### config.mk
export PLATFORM = sky130hd
export DESIGN_NAME = rational_fraction_alu_flat
export DESIGN_NICKNAME = d
export VERILOG_FILES = /design/src/hw/rtl/rfa_pkg.sv /design/src/hw/rtl/rfa_if.sv /design/src/hw/rtl/rational_fraction_alu.sv /design/src/flat_wrapper.sv
export SDC_FILE = /design/constraint.sdc
export NUM_CORES = 2
export LEC_CHECK = 0
export BUFFER_PORTS_ARGS = -buffer_cell sky130_fd_sc_hd__buf_2
export CORE_MARGIN = 2
export CORE_UTILIZATION = 40
export CTS_CLUSTER_SIZE = 14
export DETAILED_ROUTE_END_ITERATION = 8
export HOLD_SLACK_MARGIN = 0.05
export PLACE_DENSITY = 0.56
export SETUP_SLACK_MARGIN = 0.2
export SLEW_MARGIN = 25
export SYNTH_ARGS = -nofsm -noshare
export SYNTH_HDL_FRONTEND = slang
export SYNTH_SLANG_ARGS = --single-unit
### constraint.sdc
create_clock -name clk -period 20 [get_ports clk]
set_input_delay 0 -clock clk [delete_from_list [all_inputs] [get_ports clk]]
set_output_delay 0 -clock clk [all_outputs]
set_load 0.005 [all_outputs]
### src/hw/rtl/rfa_pkg.sv
// Package: operation codes, sequencer states and result widths for the fraction ALU.
`default_nettype none
package rfa_pkg;
  localparam int RES_NUM_W = 33;
  localparam int RES_DEN_W = 31;
  localparam int REQ_W     = 3;

  typedef enum logic [2:0] {
    OP_ADD    = 3'd0,
    OP_SUB    = 3'd1,
    OP_MUL    = 3'd2,
    OP_DIV    = 3'd3,
    OP_REDUCE = 3'd4
  } op_t;

  typedef enum logic [2:0] {
    ST_IDLE,
    ST_MUL,
    ST_COMB,
    ST_GCD,
    ST_DIVN,
    ST_DIVD,
    ST_OUT
  } state_t;
endpackage
`default_nettype wire

### src/hw/rtl/rfa_if.sv
// Valid/ready channel interfaces carrying the fraction ALU request and result payloads.
`default_nettype none
interface rfa_in_if #(parameter int DW = 16) ();
  logic                 valid;
  logic                 ready;
  logic [2:0]           req_type;
  logic signed [DW-1:0] a_num;
  logic signed [DW-1:0] a_den;
  logic signed [DW-1:0] b_num;
  logic signed [DW-1:0] b_den;
  modport source (output valid, req_type, a_num, a_den, b_num, b_den, input ready);
  modport sink (input valid, req_type, a_num, a_den, b_num, b_den, output ready);
endinterface

interface rfa_out_if ();
  logic               valid;
  logic               ready;
  logic signed [32:0] res_num;
  logic [30:0]        res_den;
  logic               status;
  modport source (output valid, res_num, res_den, status, input ready);
  modport sink (input valid, res_num, res_den, status, output ready);
endinterface
`default_nettype wire

### src/hw/rtl/rational_fraction_alu.sv
// Top level: rational fraction ALU with Euclid gcd reduction on a shared divider.
`default_nettype none
// Takes one transaction of two signed fractions and an operation (add, subtract,
// multiply, divide, reduce a) and returns the reduced fraction with a positive
// denominator, or 0/1 with status 1 on a zero denominator, division by a zero
// fraction or an unknown operation. One transaction at a time: in_ready is high
// only while the sequencer is idle. All work runs on shared hardware: a single
// multiplier forms the cross products one per cycle, then one restoring divider
// that loads its operands and then retires one quotient/remainder bit per cycle
// does every Euclid remainder step and the two final divisions by the gcd. The
// result sits in an output register until out_ready takes it.
module rational_fraction_alu
  import rfa_pkg::*;
#(
  parameter int DATA_WIDTH = 16
) (
  input wire logic clk,
  input wire logic rst_n,
  rfa_in_if.sink   in_ch,
  rfa_out_if.source out_ch
);
  localparam int DW = DATA_WIDTH;
  localparam int PW = 2 * DW + 1;           // magnitude width of products and sums
  localparam int CW = $clog2(PW + 1);

  state_t state_r, state_nxt;

  // sign-magnitude operands
  logic          an_s_r, ad_s_r, bn_s_r, bd_s_r;
  logic [DW-1:0] an_m_r, ad_m_r, bn_m_r, bd_m_r;
  logic [2:0]    op_r;
  logic [1:0]    mstep_r, mstep_nxt;
  logic [PW-1:0] p0_r, p1_r, p2_r;          // products
  logic          p0_s_r, p1_s_r, p2_s_r;
  logic [PW-1:0] num_r, den_r;              // unreduced result magnitudes
  logic          neg_r;
  logic [PW-1:0] gx_r, gy_r;                // Euclid pair
  // shared restoring divider
  logic [PW-1:0] dvd_r, dvs_r, quo_r, rem_r;
  logic [CW-1:0] cnt_r;
  logic          dbusy_r;
  logic [PW-1:0] nq_r;
  logic [32:0]   res_num_r;
  logic [30:0]   res_den_r;
  logic          status_r, ovalid_r;

  function automatic logic [DW-1:0] mag(input logic [DW-1:0] v);
    mag = v[DW-1] ? (~v + 1'b1) : v;
  endfunction

  // shared multiplier: operand select by step
  // multiply: an*bn, ad*bd; divide: an*bd, bn*ad; add/sub: an*bd, bn*ad, ad*bd
  logic [DW-1:0]   mx, my;
  logic [2*DW-1:0] mprod;
  always_comb begin
    case (mstep_r)
      2'd0:    begin mx = an_m_r; my = (op_r == OP_MUL) ? bn_m_r : bd_m_r; end
      2'd1:    begin
        mx = (op_r == OP_MUL) ? ad_m_r : bn_m_r;
        my = (op_r == OP_MUL) ? bd_m_r : ad_m_r;
      end
      default: begin mx = ad_m_r; my = bd_m_r; end
    endcase
    mprod = mx * my;
  end

  // one divider step
  logic [PW:0]   trem;
  logic          tge;
  always_comb begin
    trem = {rem_r, dvd_r[PW-1]};
    tge  = trem >= {1'b0, dvs_r};
  end

  logic in_acc, err;
  assign in_ch.ready = (state_r == ST_IDLE) && !ovalid_r;
  assign in_acc = in_ch.valid && in_ch.ready;
  always_comb begin
    err = (in_ch.req_type > OP_REDUCE) || (in_ch.a_den == '0) ||
          ((in_ch.req_type != OP_REDUCE) && (in_ch.b_den == '0)) ||
          ((in_ch.req_type == OP_DIV) && (in_ch.b_num == '0));
  end

  // signed combine of two products
  logic          cs1;
  logic [PW-1:0] cnum;
  logic          cneg;
  always_comb begin
    cs1 = (op_r == OP_SUB) ? !p1_s_r : p1_s_r;
    if (p0_s_r == cs1) begin
      cnum = p0_r + p1_r; cneg = p0_s_r;
    end else if (p0_r >= p1_r) begin
      cnum = p0_r - p1_r; cneg = p0_s_r;
    end else begin
      cnum = p1_r - p0_r; cneg = cs1;
    end
  end

  always_comb begin
    state_nxt = state_r;
    mstep_nxt = mstep_r;
    unique case (state_r)
      ST_IDLE: if (in_acc) begin
        if (err) state_nxt = ST_OUT;
        else if (in_ch.req_type == OP_REDUCE) state_nxt = ST_COMB;
        else state_nxt = ST_MUL;
        mstep_nxt = 2'd0;
      end
      ST_MUL: begin
        if ((op_r == OP_MUL || op_r == OP_DIV) ? (mstep_r == 2'd1) : (mstep_r == 2'd2))
          state_nxt = ST_COMB;
        mstep_nxt = mstep_r + 2'd1;
      end
      ST_COMB: state_nxt = ST_GCD;
      ST_GCD:  if (!dbusy_r && gy_r == '0) state_nxt = ST_DIVN;
      ST_DIVN: if (dbusy_r && cnt_r == '0) state_nxt = ST_DIVD;
      ST_DIVD: if (dbusy_r && cnt_r == '0) state_nxt = ST_OUT;
      ST_OUT:  state_nxt = ST_IDLE;
      default: state_nxt = ST_IDLE;
    endcase
  end

  always_ff @(posedge clk) begin
    if (!rst_n) begin
      state_r  <= ST_IDLE;
      mstep_r  <= 2'd0;
      dbusy_r  <= 1'b0;
      ovalid_r <= 1'b0;
      cnt_r    <= '0;
    end else begin
      state_r <= state_nxt;
      mstep_r <= mstep_nxt;
      if (ovalid_r && out_ch.ready) ovalid_r <= 1'b0;
      // divider start/step, shared by Euclid and the final divisions
      if (dbusy_r) begin
        cnt_r <= cnt_r - 1'b1;
        if (cnt_r == '0) dbusy_r <= 1'b0;
      end else if ((state_r == ST_GCD && gy_r != '0) ||
                   (state_r == ST_DIVN) || (state_r == ST_DIVD)) begin
        dbusy_r <= 1'b1;
        cnt_r   <= CW'(PW - 1);
      end
      if (state_r == ST_OUT) ovalid_r <= 1'b1;
    end
  end

  always_ff @(posedge clk) begin
    if (in_acc) begin
      op_r   <= in_ch.req_type;
      an_s_r <= in_ch.a_num[DW-1]; an_m_r <= mag(in_ch.a_num);
      ad_s_r <= in_ch.a_den[DW-1]; ad_m_r <= mag(in_ch.a_den);
      bn_s_r <= in_ch.b_num[DW-1]; bn_m_r <= mag(in_ch.b_num);
      bd_s_r <= in_ch.b_den[DW-1]; bd_m_r <= mag(in_ch.b_den);
      num_r  <= '0;
      status_r <= err;
    end
    if (state_r == ST_MUL) begin
      unique case (mstep_r)
        2'd0: begin p0_r <= PW'(mprod);
          p0_s_r <= an_s_r ^ ((op_r == OP_MUL) ? bn_s_r : bd_s_r); end
        2'd1: begin p1_r <= PW'(mprod);
          p1_s_r <= (op_r == OP_MUL) ? (ad_s_r ^ bd_s_r) : (bn_s_r ^ ad_s_r); end
        default: begin p2_r <= PW'(mprod); p2_s_r <= ad_s_r ^ bd_s_r; end
      endcase
    end
    if (state_r == ST_COMB) begin
      if (op_r == OP_REDUCE) begin
        num_r <= PW'(an_m_r); den_r <= PW'(ad_m_r); neg_r <= an_s_r ^ ad_s_r;
        gx_r  <= PW'(an_m_r); gy_r  <= PW'(ad_m_r);
      end else if (op_r == OP_MUL || op_r == OP_DIV) begin
        num_r <= p0_r; den_r <= p1_r; neg_r <= p0_s_r ^ p1_s_r;
        gx_r  <= p0_r; gy_r  <= p1_r;
      end else begin
        num_r <= cnum; den_r <= p2_r; neg_r <= cneg ^ p2_s_r;
        gx_r  <= cnum; gy_r  <= p2_r;
      end
    end
    // divider
    if (dbusy_r) begin
      dvd_r <= {dvd_r[PW-2:0], 1'b0};
      quo_r <= {quo_r[PW-2:0], tge};
      rem_r <= tge ? PW'(trem - {1'b0, dvs_r}) : trem[PW-1:0];
      if (cnt_r == '0) begin
        if (state_r == ST_GCD) begin
          gx_r <= gy_r;
          gy_r <= tge ? PW'(trem - {1'b0, dvs_r}) : trem[PW-1:0];
        end else if (state_r == ST_DIVN) begin
          nq_r <= {quo_r[PW-2:0], tge};
        end
      end
    end else if (state_r == ST_GCD && gy_r != '0) begin
      dvd_r <= gx_r; dvs_r <= gy_r; rem_r <= '0; quo_r <= '0;
    end else if (state_r == ST_DIVN) begin
      dvd_r <= num_r; dvs_r <= gx_r; rem_r <= '0; quo_r <= '0;
    end else if (state_r == ST_DIVD) begin
      dvd_r <= den_r; dvs_r <= gx_r; rem_r <= '0; quo_r <= '0;
    end
    if (state_r == ST_OUT) begin
      if (status_r || num_r == '0) begin
        res_num_r <= '0; res_den_r <= 31'd1;
      end else begin
        res_num_r <= neg_r ? 33'(-{1'b0, nq_r}) : 33'(nq_r);
        res_den_r <= 31'(quo_r);
      end
    end
  end

  assign out_ch.valid   = ovalid_r;
  assign out_ch.res_num = res_num_r;
  assign out_ch.res_den = res_den_r;
  assign out_ch.status  = status_r;

  // never accept while a result is pending
  a_no_acc_busy: assert property (@(posedge clk) disable iff (!rst_n)
    ovalid_r |-> !in_ch.ready) else $error("accept while result pending");
  // divider runs only in its three states
  a_div_state: assert property (@(posedge clk) disable iff (!rst_n)
    dbusy_r |-> (state_r == ST_GCD || state_r == ST_DIVN || state_r == ST_DIVD))
    else $error("divider busy outside division states");
  // result appears right after output state
  a_out_seq: assert property (@(posedge clk) disable iff (!rst_n)
    (state_r == ST_OUT) |=> ovalid_r) else $error("result not posted");
endmodule
`default_nettype wire
### src/flat_wrapper.sv
// flat-port wrapper written by rule: the top's interface ports become plain ports
module rational_fraction_alu_flat import rfa_pkg::*;
#(
  parameter int DATA_WIDTH = 16
)
  (clk, rst_n, in_ch_valid, in_ch_req_type, in_ch_a_num, in_ch_a_den, in_ch_b_num, in_ch_b_den, in_ch_ready, out_ch_valid, out_ch_res_num, out_ch_res_den, out_ch_status, out_ch_ready);
  rfa_in_if in_ch_i ();
  rfa_out_if out_ch_i ();
  input wire logic clk;
  input wire logic rst_n;
  input wire logic [$bits(in_ch_i.valid)-1:0] in_ch_valid;
  input wire logic [$bits(in_ch_i.req_type)-1:0] in_ch_req_type;
  input wire logic [$bits(in_ch_i.a_num)-1:0] in_ch_a_num;
  input wire logic [$bits(in_ch_i.a_den)-1:0] in_ch_a_den;
  input wire logic [$bits(in_ch_i.b_num)-1:0] in_ch_b_num;
  input wire logic [$bits(in_ch_i.b_den)-1:0] in_ch_b_den;
  output wire logic [$bits(in_ch_i.ready)-1:0] in_ch_ready;
  output wire logic [$bits(out_ch_i.valid)-1:0] out_ch_valid;
  output wire logic [$bits(out_ch_i.res_num)-1:0] out_ch_res_num;
  output wire logic [$bits(out_ch_i.res_den)-1:0] out_ch_res_den;
  output wire logic [$bits(out_ch_i.status)-1:0] out_ch_status;
  input wire logic [$bits(out_ch_i.ready)-1:0] out_ch_ready;
  assign in_ch_i.valid = in_ch_valid;
  assign in_ch_i.req_type = in_ch_req_type;
  assign in_ch_i.a_num = in_ch_a_num;
  assign in_ch_i.a_den = in_ch_a_den;
  assign in_ch_i.b_num = in_ch_b_num;
  assign in_ch_i.b_den = in_ch_b_den;
  assign in_ch_ready = in_ch_i.ready;
  assign out_ch_valid = out_ch_i.valid;
  assign out_ch_res_num = out_ch_i.res_num;
  assign out_ch_res_den = out_ch_i.res_den;
  assign out_ch_status = out_ch_i.status;
  assign out_ch_i.ready = out_ch_ready;
  rational_fraction_alu #(.DATA_WIDTH(DATA_WIDTH)) u_core (.clk(clk), .rst_n(rst_n), .in_ch(in_ch_i), .out_ch(out_ch_i));
endmodule
==> flow_summary.ini <==
[synth]
synthCells = 4105
ys_seq_area_share_pct = 39.8
syn_nets = 4616
ys_types = 96
synth_edf_count = 464
yosysTopAreaCell = edfxtp_1
async_reset_ff_share_pct = 0
yosys_most_used_dff = edfxtp_1
synth_top_area_share_pct = 35.7
yosysWarningCount = 0
synth_area_um2 = 39100
synth_seq_cells = 544
synth.avg_cell_area_um2 = 9.52
synth.area.top_cells = edfxtp_1 36%, fa_1 10%, ha_1 7.7%

[grt]
grt_pass1_wl_mm = 191
grt_overflow = 0
grt_max_degree = 85
grt_pass1_vias = 30400
antenna_found_initial = 0
grt.total_usage_pct = 25.2

[timing]
tightest_slew_ps = 1120
maxSlewViolCount = 0
finalSetupViolCount = 0
finalHoldViolations = 0
final.min_clock_period_ps = 9390
rsz0062_at_grt = no
fin_setup_tns_ps = 0
skew_ps = 72.6
slew_headroom_pct = 25.2
max_freq_ghz = 0.107
period_share_pct = 46.9

[route]
ant_nets = 0
vias = 31100
drt-pass1-iter-count = 8
first_iter_violations = 2806
drt_wl_total_mm = 127
drc = 0
vias_per_cell = 5.54
wl_per_cell_um = 22.7

[clocking]
cts_tree = done
clock_sinks = 544
postCtsResizedCells = 0
cts_max_path_buffers = 3
post_cts_buffers = 0
insertion_delay_ps = 690
cts-root-buf = clkbuf_16
clk_pin_slew_ps = 60
cts_buffers = 60
cts-htree-levels = 2

[hold_path]
hp-start = in_ch_b_num[0]
holdPathStages = 2
hp-class = in2reg
hold-path-endpoint = u_core.bn_m_r[0]$_DFFE_PP_

[cells_and_area]
fin_nets = 4789
layout-drive-gt1-share_pct = 8.29
final_common_cell = nand2_1
area_growth_syn_to_layout_pct = 13.2
num_antenna_cells = 0
final_cell_mix = 630 x nand2_1, 464 x edfxtp_1, 391 x inv_1
nFillCells = 9230

[critical_path]
cp_max_fo = 32
reg2reg_slack_ps = 10620
crit_start = u_core.op_r[2]$_DFFE_PP_
start_kind = flip-flop
ff2ff_path_depth = 30
cp.arrival_ps = 9800
r2r-end = u_core.p1_r[31]$_DFFE_PP_
cpPeakStageDelay_ps = 780
crit_top_cell = fa_1
critPathKind = reg2reg
crit_slowest_cell = o21ai_0
cp-end-kind = flip-flop
required_ps = 20410
reg2reg_from = u_core.op_r[2]$_DFFE_PP_

[floorplanning]
die_w_um = 317
initial_core_util_pct = 40.4
dieArea_um2 = 100000
num_rows = 114
io_pins = 138
core_area_um2 = 96700
die_h_um = 317

[placed_design]
place_congestion = 0.964
port_buffers = 137
dp_hpwl_mm = 98.2

[run]
max_cap_viol_count = 0

[run_status]
status = completed
[synth_stat cells, drive strengths merged (8+ instances only)]
library cell and count:
nand2 632, edfxtp 464, inv 394, nor2 372
ha 242, a21oi 208, o21ai 201, fa 198
clkbuf 153, and2 115, xnor2 115, dfxtp 80
mux2i 68, a21o 63, xor2 59, nor3 56
a31oi 47, nand3 46, o31ai 38, a211oi 37
buf 37, a22oi 33, and3 31, or3 30
nand2b 29, nand4 27, o21bai 27, nor2b 26
or2 24, nor4 23, o21a 21, o22a 21
or4 19, o211ai 14, o221ai 12, o22ai 12
o41ai 11, a221oi 8, a222oi 8
[sequential cells by signal, indices dropped and copies added (netlist names), 33 cells and up]
signal / cells
u_core.gx_r: 33
u_core.gy_r: 33
u_core.rem_r: 33
u_core.out_ch.res_num: 33
u_core.num_r: 33
u_core.dvd_r: 33
u_core.dvs_r: 33
u_core.nq_r: 33
[routing by layer]
layer	global-route usage (%)	share of wire [%]
met5	0	0
met4	8.61	3.6
met3	3.60	6.6
met2	42.2	47
met1	33.4	43
[repair_timing]
action / in CTS / in global routing
endpoints found under the setup margin: 0 / 0
hold buffers: 122 / 0
hold endpoints to repair: 85 / 0
[through the flow]
step | area, um^2 | worst slack, ps | hold WS, ps | cells | util, %
CTS | 44300 | 10650 | 54.1 | 5606 | 45.8
floorplan | 39100 | 11950 | 98.9 | 4105 | -
global placement | 41000 | 10810 | 224 | 5369 | 42.4
detailed placement | 41000 | 10700 | 229 | 5370 | 42.4
global route | 44300 | 10080 | 130 | 5606 | 45.8
finish | 44300 | 10620 | 118 | 5606 | 45.8
[how the worst max path moves through the flow]
stage          depth (start not counted)  slack (ps)                        end
2_1_floorplan                         30       11950  u_core.p0_r[31]$_DFFE_PP_
3_3_place_gp                          30       10810  u_core.p0_r[31]$_DFFE_PP_
3_5_place_dp                          30       10700  u_core.p0_r[31]$_DFFE_PP_
4_1_cts                               30       10650  u_core.p1_r[31]$_DFFE_PP_
5_1_grt                               27       10080  u_core.p1_r[31]$_DFFE_PP_
6_report                              30       10620  u_core.p1_r[31]$_DFFE_PP_
[kinds of logic (layout without fill, tap and decap cells)]
kind of cell / Yosys count / count (layout) / share of synthesized area [%]
AOI/OAI and AO/OA: 841 / 841 / 14.1
and+or+nand+nor: 1446 / 1446 / 16.7
xor gates and xnor gates: 174 / 174 / 3.90
muxes: 75 / 75 / 1.95
DFF: 544 / 544 / 39.8
adders and majority gates: 440 / 440 / 17.9
buffers and inverters: 585 / 810 / 5.75
[final cells by class]
| cell class | count | area, um^2 | area share, % |
|---|---|---|---|
| multi-input cells | 2976 | 21400 | 48.3 |
| flip-flops and latches | 544 | 15500 | 35.1 |
| repair buffers | 301 | 2230 | 5.04 |
| clock buffers | 75 | 1610 | 3.64 |
| well taps | 1276 | 1600 | 3.61 |
| inverters | 395 | 1490 | 3.36 |
| clock inverters | 39 | 400 | 0.905 |
[worst max-delay path, delay by kind of cell (launching register included)]
family,cells,cell delay [ps]
AND/OR/NAND/NOR,7,2050
multiplexers,1,160
AO/OA/AOI/OAI,9,2270
adder cells (fa/ha/maj),7,3400
buffers and inverters,5,630
flip-flops,1,480
XOR/XNOR,1,110
Power is left out: the tool's default activity adds up to more than one toggle a clock period on the data nets, which glitch-free logic cannot reach.
